### config.mk
export PLATFORM = sky130hd
export DESIGN_NAME = preemptive_priority_scheduler_core
export DESIGN_NICKNAME = d
export VERILOG_FILES = /design/src/rtl/ppsc_pkg.sv /design/src/rtl/ppsc_task_mem.sv /design/src/rtl/ppsc_select.sv /design/src/rtl/preemptive_priority_scheduler_core.sv
export VERILOG_INCLUDE_DIRS = /design/src /design/src/rtl
export SDC_FILE = /design/constraint.sdc
export NUM_CORES = 1
export LEC_CHECK = 0
export ABC_AREA = 1
export ABC_CLOCK_PERIOD_IN_PS = 5780
export BUFFER_PORTS_ARGS = -buffer_cell sky130_fd_sc_hd__buf_2
export CORE_UTILIZATION = 30
export CTS_CLUSTER_SIZE = 30
export DETAILED_ROUTE_END_ITERATION = 8
export MAX_ROUTING_LAYER = met4
export SLEW_MARGIN = 20
export SYNTH_ARGS = -nofsm -noshare
export SYNTH_HDL_FRONTEND = slang
export SYNTH_SLANG_ARGS = --single-unit
### constraint.sdc
create_clock -name i_clk -period 5.78 [get_ports i_clk]
set_input_delay 0.578 -clock i_clk [delete_from_list [all_inputs] [get_ports i_clk]]
set_output_delay 0.578 -clock i_clk [all_outputs]
set_load 0.01 [all_outputs]
### src/rtl/preemptive_priority_scheduler_core_defines.svh
// assertion macros for the preemptive priority scheduler core
// used only by the top level, no other dependencies
`ifndef PREEMPTIVE_PRIORITY_SCHEDULER_CORE_DEFINES_SVH
`define PREEMPTIVE_PRIORITY_SCHEDULER_CORE_DEFINES_SVH

// same-cycle implication, checked outside reset
`define PPSC_ASSERT_NOW(lbl, clk, rst_n, ante, cons, msg) \
    lbl: assert property (@(posedge clk) disable iff (!rst_n) (ante) |-> (cons)) else $error(msg);

// next-cycle implication, checked outside reset
`define PPSC_ASSERT_NEXT(lbl, clk, rst_n, ante, cons, msg) \
    lbl: assert property (@(posedge clk) disable iff (!rst_n) (ante) |=> (cons)) else $error(msg);

`endif

### src/rtl/ppsc_pkg.sv
// shared constants and types for the preemptive priority scheduler
// no dependencies
package ppsc_pkg;

    // fixed field widths of the stream payload
    localparam int SLOT_W    = 4;
    localparam int LABEL_W   = 8;
    localparam int ARRIVAL_W = 16;
    localparam int WORK_W    = 16;
    localparam int URG_W     = 8;
    localparam int CFG_W     = 5;
    localparam int OUT_TIME_W = 16;

    // operation codes carried on the input tuser
    localparam logic OP_LOAD = 1'b0;
    localparam logic OP_TICK = 1'b1;

    // control from the sequencer to the selection datapath
    typedef struct packed {
        logic clear;  // start of a tick, drop previous best
        logic eval;   // read data of one entry is present
    } t_sel_ctrl;

endpackage

### src/rtl/ppsc_task_mem.sv
// task table storage: static fields memory, remaining-time memory, valid bits
// depends on ppsc_pkg
module ppsc_task_mem import ppsc_pkg::*; #(
    parameter int DEPTH = 16,
    parameter int IDX_W = 4,
    parameter int ARR_W = 16
) (
    input  logic               i_clk,
    input  logic               i_rst_n,
    input  logic               i_ld_we,
    input  logic [IDX_W-1:0]   i_ld_addr,
    input  logic [LABEL_W-1:0] i_label,
    input  logic [ARR_W-1:0]   i_arrival,
    input  logic [URG_W-1:0]   i_urgency,
    input  logic               i_rem_we,
    input  logic [IDX_W-1:0]   i_rem_addr,
    input  logic [WORK_W-1:0]  i_rem_data,
    input  logic [IDX_W-1:0]   i_rd_addr,
    output logic [LABEL_W-1:0] o_label,
    output logic [ARR_W-1:0]   o_arrival,
    output logic [URG_W-1:0]   o_urgency,
    output logic [WORK_W-1:0]  o_rem
);

    localparam int STAT_W = LABEL_W + ARR_W + URG_W;

    logic [STAT_W-1:0] mem_stat [DEPTH];
    logic [WORK_W-1:0] mem_rem  [DEPTH];
    logic [DEPTH-1:0]  r_valid;
    logic [STAT_W-1:0] r_stat_q;
    logic [WORK_W-1:0] r_rem_q;
    logic              r_rd_valid;

    always_ff @(posedge i_clk) begin
        if (i_ld_we) begin
            mem_stat[i_ld_addr] <= {i_label, i_arrival, i_urgency};
        end
        r_stat_q <= mem_stat[i_rd_addr];
    end

    always_ff @(posedge i_clk) begin
        if (i_rem_we) begin
            mem_rem[i_rem_addr] <= i_rem_data;
        end
        r_rem_q <= mem_rem[i_rd_addr];
    end

    // never-loaded entries read as zero remaining time
    always_ff @(posedge i_clk) begin
        if (!i_rst_n) begin
            r_valid    <= '0;
            r_rd_valid <= 1'b0;
        end else begin
            if (i_ld_we) begin
                r_valid[i_ld_addr] <= 1'b1;
            end
            r_rd_valid <= r_valid[i_rd_addr];
        end
    end

    assign o_label   = r_stat_q[STAT_W-1 -: LABEL_W];
    assign o_arrival = r_stat_q[URG_W +: ARR_W];
    assign o_urgency = r_stat_q[URG_W-1:0];
    assign o_rem     = r_rd_valid ? r_rem_q : '0;

endmodule

### src/rtl/ppsc_select.sv
// best-candidate tracking over one scan of the task table
// depends on ppsc_pkg
module ppsc_select import ppsc_pkg::*; #(
    parameter int IDX_W     = 4,
    parameter int CNT_W     = 5,
    parameter int ARR_W     = 16,
    parameter int TIME_BITS = 16
) (
    input  logic                 i_clk,
    input  logic                 i_rst_n,
    input  t_sel_ctrl            i_ctrl,
    input  logic [TIME_BITS-1:0] i_start,
    input  logic [IDX_W-1:0]     i_idx,
    input  logic [LABEL_W-1:0]   i_label,
    input  logic [ARR_W-1:0]     i_arrival,
    input  logic [URG_W-1:0]     i_urgency,
    input  logic [WORK_W-1:0]    i_rem,
    output logic                 o_found,
    output logic [IDX_W-1:0]     o_best_idx,
    output logic [LABEL_W-1:0]   o_best_label,
    output logic [WORK_W-1:0]    o_best_rem,
    output logic [CNT_W-1:0]     o_busy_cnt
);

    logic                r_found;
    logic [CNT_W-1:0]    r_busy_cnt;
    logic [IDX_W-1:0]    r_best_idx;
    logic [LABEL_W-1:0]  r_best_label;
    logic [WORK_W-1:0]   r_best_rem;
    logic [URG_W-1:0]    r_best_urg;
    logic                rem_nz;
    logic                cand;
    logic                take;

    assign rem_nz = (i_rem != '0);
    assign cand   = rem_nz && (TIME_BITS'(i_arrival) <= i_start);
    // strict compare keeps the lowest index on a tie
    assign take   = i_ctrl.eval && cand && (!r_found || (i_urgency > r_best_urg));

    always_ff @(posedge i_clk) begin
        if (!i_rst_n) begin
            r_found    <= 1'b0;
            r_busy_cnt <= '0;
        end else if (i_ctrl.clear) begin
            r_found    <= 1'b0;
            r_busy_cnt <= '0;
        end else if (i_ctrl.eval) begin
            if (take) begin
                r_found <= 1'b1;
            end
            if (rem_nz) begin
                r_busy_cnt <= r_busy_cnt + 1'b1;
            end
        end
    end

    always_ff @(posedge i_clk) begin
        if (take) begin
            r_best_idx   <= i_idx;
            r_best_label <= i_label;
            r_best_rem   <= i_rem;
            r_best_urg   <= i_urgency;
        end
    end

    assign o_found      = r_found;
    assign o_best_idx   = r_best_idx;
    assign o_best_label = r_best_label;
    assign o_best_rem   = r_best_rem;
    assign o_busy_cnt   = r_busy_cnt;

endmodule

### src/rtl/preemptive_priority_scheduler_core.sv
// a tick scans min(entry_count, TABLE_DEPTH) table entries, then commits its result once the
// output is free; a waiting result holds the sequencer in finish until the output takes it
// a tick blocks the input until its result is committed; loads are taken while idle
// the scan reads one table entry per cycle through the one read port of the task memories
// reset: synchronous active low; clears valid bits (remaining time reads zero),
// time, entry_count, the sequencer and the output valid; no clearing pass
module preemptive_priority_scheduler_core import ppsc_pkg::*; #(
    parameter int TABLE_DEPTH = 16,
    parameter int TIME_BITS   = 16
) (
    input  logic        i_clk,
    input  logic        i_rst_n,
    // configuration: entry_count
    input  logic        i_cfg_we,
    input  logic [CFG_W-1:0] i_cfg_wdata,
    // input stream
    input  logic        s_axis_tvalid,
    output logic        s_axis_tready,
    // slot[3:0], label[11:4], arrival[27:12], work_left[43:28], urgency[51:44]
    input  logic [55:0] s_axis_tdata,
    // operation[0]
    input  logic        s_axis_tuser,
    // result stream
    output logic        m_axis_tvalid,
    input  logic        m_axis_tready,
    // winner_index[3:0], winner_label[11:4], tick_time[27:12],
    // task_finished[28], all_done[29]
    output logic [31:0] m_axis_tdata,
    // ran[0]
    output logic        m_axis_tuser
);

`include "preemptive_priority_scheduler_core_defines.svh"

    localparam int IDX_W = $clog2(TABLE_DEPTH);
    localparam int CNT_W = $clog2(TABLE_DEPTH + 1);
    localparam int ARR_W = (TIME_BITS < ARRIVAL_W) ? TIME_BITS : ARRIVAL_W;

    // sequencer states
    localparam logic [1:0] ST_IDLE   = 2'd0;
    localparam logic [1:0] ST_SCAN   = 2'd1;
    localparam logic [1:0] ST_FINISH = 2'd2;

    // input field unpacking
    logic [SLOT_W-1:0]    in_slot;
    logic [LABEL_W-1:0]   in_label;
    logic [ARRIVAL_W-1:0] in_arrival;
    logic [WORK_W-1:0]    in_work;
    logic [URG_W-1:0]     in_urg;

    assign in_slot    = s_axis_tdata[3:0];
    assign in_label   = s_axis_tdata[11:4];
    assign in_arrival = s_axis_tdata[27:12];
    assign in_work    = s_axis_tdata[43:28];
    assign in_urg     = s_axis_tdata[51:44];

    // control and state registers
    logic [1:0]           r_state, n_state;
    logic [CFG_W-1:0]     r_entry_count;
    logic [TIME_BITS-1:0] r_now, n_now;
    logic [TIME_BITS-1:0] r_start;
    logic [CNT_W-1:0]     r_limit;
    logic [CNT_W-1:0]     r_issue, n_issue;
    logic                 r_rd_vld, n_rd_vld;
    logic [IDX_W-1:0]     r_rd_idx;

    // output register
    logic                  r_m_tvalid;
    logic                  r_out_ran;
    logic [SLOT_W-1:0]     r_out_idx;
    logic [LABEL_W-1:0]    r_out_label;
    logic [OUT_TIME_W-1:0] r_out_time;
    logic                  r_out_fin;
    logic                  r_out_done;

    logic             in_xfer;
    logic             load_xfer;
    logic             tick_xfer;
    logic             slot_ok;
    logic [CNT_W-1:0] limit;
    logic             issue_act;
    logic             out_free;
    logic             commit;

    // datapath wiring
    t_sel_ctrl          sel_ctrl;
    logic [LABEL_W-1:0] mem_label;
    logic [ARR_W-1:0]   mem_arrival;
    logic [URG_W-1:0]   mem_urg;
    logic [WORK_W-1:0]  mem_rem;
    logic               sel_found;
    logic [IDX_W-1:0]   sel_idx;
    logic [LABEL_W-1:0] sel_label;
    logic [WORK_W-1:0]  sel_rem;
    logic [CNT_W-1:0]   sel_busy;
    logic               finished;
    logic               all_done;
    logic               rem_we;
    logic [IDX_W-1:0]   rem_addr;
    logic [WORK_W-1:0]  rem_data;

    assign s_axis_tready = (r_state == ST_IDLE);
    assign in_xfer       = s_axis_tvalid && s_axis_tready;
    // a load to a slot beyond the table is dropped
    assign slot_ok       = (32'(in_slot) < TABLE_DEPTH);
    assign load_xfer     = in_xfer && (s_axis_tuser == OP_LOAD);
    assign tick_xfer     = in_xfer && (s_axis_tuser == OP_TICK);

    // entry_count above the table depth acts as the depth
    always_comb begin
        if (32'(r_entry_count) > TABLE_DEPTH) begin
            limit = CNT_W'(TABLE_DEPTH);
        end else begin
            limit = CNT_W'(r_entry_count);
        end
    end

    assign issue_act = (r_state == ST_SCAN) && (r_issue < r_limit);
    assign out_free  = !r_m_tvalid || m_axis_tready;
    assign commit    = (r_state == ST_FINISH) && out_free;

    // chosen entry ends when its last unit is taken
    assign finished = sel_found && (sel_rem == WORK_W'(1));
    // busy entries left after this tick: all busy ones minus the one that finished
    assign all_done = (sel_busy == CNT_W'(finished));

    // remaining-time write port: loads, and the decrement at commit
    always_comb begin
        if (load_xfer) begin
            rem_we   = slot_ok;
            rem_addr = IDX_W'(in_slot);
            rem_data = in_work;
        end else begin
            rem_we   = commit && sel_found;
            rem_addr = sel_idx;
            rem_data = sel_rem - 1'b1;
        end
    end

    assign sel_ctrl.clear = tick_xfer;
    assign sel_ctrl.eval  = r_rd_vld;

    ppsc_task_mem #(
        .DEPTH (TABLE_DEPTH),
        .IDX_W (IDX_W),
        .ARR_W (ARR_W)
    ) u_mem (
        .i_clk      (i_clk),
        .i_rst_n    (i_rst_n),
        .i_ld_we    (load_xfer && slot_ok),
        .i_ld_addr  (IDX_W'(in_slot)),
        .i_label    (in_label),
        .i_arrival  (ARR_W'(in_arrival)),
        .i_urgency  (in_urg),
        .i_rem_we   (rem_we),
        .i_rem_addr (rem_addr),
        .i_rem_data (rem_data),
        .i_rd_addr  (r_issue[IDX_W-1:0]),
        .o_label    (mem_label),
        .o_arrival  (mem_arrival),
        .o_urgency  (mem_urg),
        .o_rem      (mem_rem)
    );

    ppsc_select #(
        .IDX_W     (IDX_W),
        .CNT_W     (CNT_W),
        .ARR_W     (ARR_W),
        .TIME_BITS (TIME_BITS)
    ) u_sel (
        .i_clk        (i_clk),
        .i_rst_n      (i_rst_n),
        .i_ctrl       (sel_ctrl),
        .i_start      (r_start),
        .i_idx        (r_rd_idx),
        .i_label      (mem_label),
        .i_arrival    (mem_arrival),
        .i_urgency    (mem_urg),
        .i_rem        (mem_rem),
        .o_found      (sel_found),
        .o_best_idx   (sel_idx),
        .o_best_label (sel_label),
        .o_best_rem   (sel_rem),
        .o_busy_cnt   (sel_busy)
    );

    // sequencer: idle -> scan one entry per cycle -> finish when output is free
    always_comb begin
        n_state  = r_state;
        n_issue  = r_issue;
        n_rd_vld = 1'b0;
        n_now    = r_now;
        unique case (r_state)
            ST_IDLE: begin
                if (tick_xfer) begin
                    n_state = ST_SCAN;
                    n_issue = '0;
                end
            end
            ST_SCAN: begin
                if (issue_act) begin
                    n_issue  = r_issue + 1'b1;
                    n_rd_vld = 1'b1;
                end else if (!r_rd_vld) begin
                    // last read evaluated, pipeline empty
                    n_state = ST_FINISH;
                end
            end
            ST_FINISH: begin
                if (out_free) begin
                    n_state = ST_IDLE;
                    // time saturates at its maximum
                    if (r_now != '1) begin
                        n_now = r_now + 1'b1;
                    end
                end
            end
            default: begin
                n_state = ST_IDLE;
            end
        endcase
    end

    always_ff @(posedge i_clk) begin
        if (!i_rst_n) begin
            r_state       <= ST_IDLE;
            r_entry_count <= '0;
            r_now         <= '0;
            r_issue       <= '0;
            r_rd_vld      <= 1'b0;
            r_limit       <= '0;
            r_m_tvalid    <= 1'b0;
        end else begin
            r_state  <= n_state;
            r_issue  <= n_issue;
            r_rd_vld <= n_rd_vld;
            r_now    <= n_now;
            if (i_cfg_we) begin
                r_entry_count <= i_cfg_wdata;
            end
            if (tick_xfer) begin
                r_limit <= limit;
            end
            if (commit) begin
                r_m_tvalid <= 1'b1;
            end else if (m_axis_tready) begin
                r_m_tvalid <= 1'b0;
            end
        end
    end

    // payload registers, no reset
    always_ff @(posedge i_clk) begin
        if (tick_xfer) begin
            r_start <= r_now;
        end
        r_rd_idx <= r_issue[IDX_W-1:0];
        if (commit) begin
            r_out_ran   <= sel_found;
            r_out_idx   <= sel_found ? SLOT_W'(sel_idx) : '0;
            r_out_label <= sel_found ? sel_label : '0;
            r_out_time  <= OUT_TIME_W'(r_start);
            r_out_fin   <= finished;
            r_out_done  <= all_done;
        end
    end

    assign m_axis_tvalid = r_m_tvalid;
    assign m_axis_tuser  = r_out_ran;
    assign m_axis_tdata  = {2'b00, r_out_done, r_out_fin, r_out_time, r_out_label, r_out_idx};

    // a chosen entry always had time left when it was picked
    `PPSC_ASSERT_NOW(a_pick_has_work, i_clk, i_rst_n, (r_state == ST_FINISH) && sel_found, sel_rem != '0, "picked entry with zero remaining time")
    // the scan never reads past the clamped entry count
    `PPSC_ASSERT_NOW(a_scan_bound, i_clk, i_rst_n, r_state == ST_SCAN, r_issue <= r_limit, "scan index beyond entry limit")
    // a tick transfer always starts a scan
    `PPSC_ASSERT_NEXT(a_tick_scans, i_clk, i_rst_n, tick_xfer, r_state == ST_SCAN, "tick transfer did not start a scan")
    // the busy count can never exceed the entries scanned
    `PPSC_ASSERT_NOW(a_busy_bound, i_clk, i_rst_n, r_state == ST_FINISH, sel_busy <= r_limit, "busy count above scanned entries")

endmodule

Word-level counts from Yosys, hierarchy flattened
Memory sizes are Yosys's and may differ from the RTL's. A register that Yosys moved wholly into a read port is not among the register bits.
Cells that the tools add are included.
- $add $sub $neg: 4
- $mul: 0
- div/mod/pow operators: 0
- order comparisons: 7
- equal/unequal tests: 10
- shift-type cells: 0
- multiplexer cells: 24
- bitwise operators: 3
- reductions and logical operators: 26
- operators by type and width (operator ; count):
    16-bit two-way mux ; 2
    16-bit by 1-bit adder with 16-bit output (second input constant) ; 1
    16-bit by 1-bit == test with 1-bit output (second input constant) ; 1
    16-bit less-or-equal comparator ; 1
    16-bit != test (second input constant) ; 1
    16-bit bitwise OR ; 1
    16-bit nonzero test ; 1
    16-bit by 1-bit subtractor with 16-bit output (second input constant) ; 1
    5-bit two-way mux ; 3
    1-bit logical AND ; 11
    5-bit by 1-bit adder with 5-bit output (second input constant) ; 2
    4-bit by 5-bit less-than comparator with 1-bit output (second input constant) ; 2
    1-bit two-way mux ; 10
    5-bit case mux with 2 select lines ; 1
    8-bit > comparator ; 1
    2-bit two-way mux ; 4
    2-bit != test (second input constant) ; 4
    2-bit case mux with 3 select lines ; 1
    2-bit AND reduction ; 3
    3-bit AND reduction ; 2
    5-bit by 1-bit == test with 1-bit output ; 1
    5-bit > comparator (second input constant) ; 1
    5-bit less-than comparator ; 1
    1-bit binary-select mux with 4-bit select ; 1
    other kinds (13) ; 17
- register bits: 145
- bits in latches: 0
- RAM bits: 768
- bits in read-only memories: 0
- input port bits: 67
- output and inout port bits: 35
- word-level logic and storage cells: 99
- memories kept: 2
- memory list (memory ; words ; bits a word ; read ports ; clocked after memory_dff ; write ports ; RTL line ; source):
    u_mem.mem_stat ; 16 ; 32 ; 1 ; 1 ; 1 ; ppsc_task_mem.sv:27 ; logic [STAT_W-1:0] mem_stat [DEPTH];
    u_mem.mem_rem ; 16 ; 16 ; 1 ; 1 ; 1 ; ppsc_task_mem.sv:28 ; logic [WORK_W-1:0] mem_rem [DEPTH];

Depth between registers and ports, before layout
- depth in word-level cells: 7
- mapped depth: 14
- gate-level depth less buffers: 14

By module
Synthesis repeated with hierarchy kept, for this count alone.
- cell total of the unflattened synthesis: 3154
- area, all modules: 38290.5 µm²
- modules (own cells, without submodules) (module ; times used ; cells an instance ; area an instance (µm²) ; sequential area each (µm²)):
    ppsc_task_mem ; 1 ; 2465 ; 32153.3 ; 24363.4
    preemptive_priority_scheduler_core ; 1 ; 499 ; 4092.7 ; 2192.1
    ppsc_select ; 1 ; 190 ; 2044.5 ; 1201.2

Worst setup path after synthesis
Ideal clock, no wire load.
- path kind: input -> register
- from: in m_axis_tready
- to: mem u_mem.mem_rem[0][0], enable pin
- setup time: 0.388 ns
- arrival: 2.773 ns
- required time: 5.392 ns
- setup slack: 2.619 ns
- stages on the path: 6
- path buffers: 0
- path through: nor2_1 > nor2_2 > inv_1 > o21ai_2 > nand3_1 > nor2_1
- longest elaborated chain between the ends: 6
- RTL lines (item ; RTL line ; source):
    from (decl) ; preemptive_priority_scheduler_core.sv:25 ; input logic m_axis_tready,
    1-bit logical OR ; preemptive_priority_scheduler_core.sv:119 ; assign out_free = !r_m_tvalid || m_axis_tready;
    1-bit logical AND ; preemptive_priority_scheduler_core.sv:120 ; assign commit = (r_state == ST_FINISH) && out_free;
    named net commit ; preemptive_priority_scheduler_core.sv:83 ; logic commit;
    1-bit logical AND ; preemptive_priority_scheduler_core.sv:134 ; rem_we = commit && sel_found;
    1-bit two-way mux ; preemptive_priority_scheduler_core.sv:129 ; if (load_xfer) begin
    1-bit two-way mux ; ppsc_task_mem.sv:42 ; if (i_rem_we) begin
    1-bit two-way mux (implied by the code) ; ppsc_task_mem.sv:43 ; mem_rem[i_rem_addr] <= i_rem_data;
    to (decl) ; ppsc_task_mem.sv:28 ;
The timed path passes the listed nets, and every way through them passes these cells.

Worst setup path after layout
- from: reg r_state[0]
- to: mem u_mem.mem_stat[5][17] (netlist name), enable pin
- longest elaborated chain between the ends: 5
- RTL lines (item ; RTL line ; source):
    from (decl) ; preemptive_priority_scheduler_core.sv:58 ; logic [1:0] r_state, n_state;
    from (signal assigned) ; preemptive_priority_scheduler_core.sv:234 ; r_state <= n_state;
    2-bit logical NOT ; preemptive_priority_scheduler_core.sv:102 ; assign s_axis_tready = (r_state == ST_IDLE);
    1-bit logical AND ; preemptive_priority_scheduler_core.sv:103 ; assign in_xfer = s_axis_tvalid && s_axis_tready;
    1-bit logical AND ; preemptive_priority_scheduler_core.sv:106 ; assign load_xfer = in_xfer && (s_axis_tuser == OP_LOAD);
    1-bit two-way mux ; ppsc_task_mem.sv:35 ; if (i_ld_we) begin
    1-bit two-way mux (implied by the code) ; ppsc_task_mem.sv:36 ; mem_stat[i_ld_addr] <= {i_label, i_arrival, i_urgency};
    to (decl) ; ppsc_task_mem.sv:27 ;
Every way passes these cells.

==> metrics.txt <==
status=finished, violations left; failing checks=design-rule violations; final max-slew violation count=0; Post-synth top cells=edfxtp_1, nor2_1, o21ai_0; Tcrit/Tclk final=64.5%; IO Port Bufs=95; worst-case reg-to-reg path depth=8; Top FF cell, synth=edfxtp_1; Setup Total Neg Slack=0 ps; RSZ-0062 raised after global routing=false; Core Area=124000 sq um; post-route antenna net violation count=0; via/cell ratio=4.87; GRT overflow=0; worst hold path depth=3; Hold WC Path Type=input pin to register; top cells by area, synth=edfxtp_1, dfxtp_1, o21ai_0, nor2_1, nand2_1; Synth Instances=2929; Die W=356 um; total number of vias=22918; # DRC=12; CP Cell Sequence=nor2_4 -> nand2_1 -> nor2_4 -> inv_2 -> nor2_4 -> nand2_1 -> nor2_4 -> buf_4; Worst EP arrival=4070 ps; DR pass1 iterations=9; Cell Pwr Density=347 nW/um^2; DRT iter0 DRCs=2094; sink of the worst hold path=r_entry_count[1]; CP required=6120 ps; Yosys warnings=0; Die Y=356 um; Avg Cell Area, Syn=12.8 sq um; Total GRT Usage=14.8%; post-cts hold buffer count=0; post-layout instance area=42900 sq um; antenna violations before repair=14; Sink Count=961; DPL Wire Length=51.7 mm; clock tree buffer depth=3; gp weighted congestion=0.774; sequential area share after synthesis=73.9%; share of cells above drive strength 1=11.7%; register bit total from synthesis=961; Critical Path Start Type=register; Final WS setup=2050 ps; Crit Reg-Reg Startpoint=r_state[0]; Min-Delay Startpoint=i_cfg_wdata[1]; Detailed Route WL=91.8 mm; die area=127000 sq um; Rel. slew slack=17.8%; Yosys cell types=48; cell with the biggest individual delay on the critical path=nor2_4; post-layout min period=3730 ps; Max-cap violations=0; Starting Density=30.3%; reg2reg setup slack=2050 ps; area share of the largest cell type after synthesis=68.0%; worst vdd ir=0.203 mV; Synth area leader=edfxtp_1; largest net degree at the start of global routing=240; Post-synth ARST share=0%; FMAX=268 MHz; Critical Path Max Stage Delay=840 ps; first-pass GRT wire length=138 mm; Cell Area, Synth=37600 sq um; EDFF count, synth=851; CTS root buf=clkbuf_16; element type at the critical path end=register; leakage dissipation=14.3 nW; std cell rows=129; crit-path most repeated cell=nor2_4; CTS Buf Count=94; worst slack, placed=1890 ps; Tot Pwr=14.9 mW; most frequent cell after synthesis=edfxtp_1; crit path max fanout=31; Final setup violation count=0; H-Tree Depth=3; placed inst area=39700 sq um; setup bufs post-CTS=0; Final Net Count=3091; Worst-path clk slew=60 ps; Crit Path Category=register to register; CTS tree=done; r2r endpoint=u_mem.mem_stat[5][17]; Setup Skew=16.0 ps; cts repair resizes=0; average routed wire per standard cell=19.5 um; vias in the first global route=22035; P&R area growth vs syn=14.1%; clk_lat worst skew=650 ps; worst slew pin tran=1230 ps; Ports=102; Final Hold Viols=0
==> state kept, by name, summed over array words and instances (netlist names), 16 cells and up <==
register	count
r_now	16
r_out_time	16
r_start	16
u_mem.mem_rem	256
u_mem.mem_stat	512
u_mem.r_rem_q	16
u_mem.r_stat_q	32
u_mem.r_valid	16
u_sel.o_best_rem	16
==> stage by stage <==
| step | utilization (%) | std cells | hold WS [ps] |
|---|---|---|---|
| after floorplan | - | 2930 | 350 |
| after global placement | 32.0 | 4532 | 388 |
| after detailed placement | 32.0 | 4532 | 389 |
| after CTS | 34.6 | 4703 | 139 |
| after global routing | 34.6 | 4708 | 162 |
| final | 34.6 | 4710 | 172 |
==> area by class of cell <==
type	instances	area, sq um
Inverter	131	509
Fill cell	12021	81100
Multi-Input combinational cell	1664	8560
Clock inverter	44	523
Sequential cell	961	27800
Tap cell	1637	2050
Clock buffer	127	2630
Antenna cell	7	17.5
Timing Repair Buffer	139	831
==> layer usage <==
layer	wire length (um)	part of all wire, %	up-vias	GRT usage [%]
met4	2250	2.4	0	4.43
li1	-	-	10793	-
met2	43900	48	655	23.5
met1	40000	44	11338	19.3
met5	0	0	-	-
met3	5680	6.2	132	2.45
==> placed cells by master, fill, tap and decap left out, types with 3 or more instances in the layout <==
master and n:
nand4_1 10, o21ai_1 38, clkbuf_16 97, clkbuf_1 21, dfxtp_1 107, buf_2 95, o211ai_1 20, nand2_1 246
nor2_1 482, dfxtp_4 3, buf_4 42, inv_6 6, o22ai_1 120, a21oi_1 36, clkinv_2 14, nor2_2 12
clkbuf_8 9, o221ai_1 77, bufinv_16 10, edfxtp_1 851, clkinvlp_4 7, diode_2 7, nor3_2 6, nor3_1 12
ha_1 33, o21ai_2 4, nand2_2 6, inv_2 5, o21ai_0 392, nor2_4 27, nand3_1 104, inv_1 123
xor2_1 17, clkinv_1 6
==> critical path, delay by kind of cell, from the launching register on <==
kind | cells | cell delay, ps
and+or+nand+nor | 6 | 2280
buffers and inverters | 2 | 750
DFF | 1 | 340
==> cells by family (layout without fill, tap and decap cells) <==
logic type / Yosys count / in the layout / synth area share, %
other: 1 / 9 / 0.00998
adders and majority gates: 33 / 33 / 1.10
buffers and inverters: 305 / 441 / 3.93
and+or+nand+nor: 912 / 912 / 9.90
AOI/OAI and AO/OA: 698 / 698 / 10.8
DFF: 961 / 961 / 73.9
xor gates and xnor gates: 19 / 19 / 0.443
==> worst max-delay path by stage <==
stage / startpoint / slack [ps] / cells after the start / endpoint
2_1_floorplan: m_axis_tready / 2620 / 6 / u_mem.mem_rem[0][0]
3_3_place_gp: s_axis_tvalid / 1890 / 8 / u_mem.mem_stat[5][23]
3_5_place_dp: s_axis_tvalid / 1890 / 8 / u_mem.mem_stat[5][17]
4_1_cts: r_state[0] / 1990 / 8 / u_mem.mem_stat[5][17]
5_1_grt: r_state[0] / 1820 / 8 / u_mem.mem_stat[5][16]
6_report: r_state[0] / 2050 / 8 / u_mem.mem_stat[5][17]
==> report_power, final <==
group / leakage (nW) / switching (mW) / internal (mW)
clock network: 1.53 / 2.58 / 3.65
logic: 4.18 / 0.656 / 0.249
registers: 8.62 / 0.0681 / 7.67
Power figures use the tool's default switching activity.
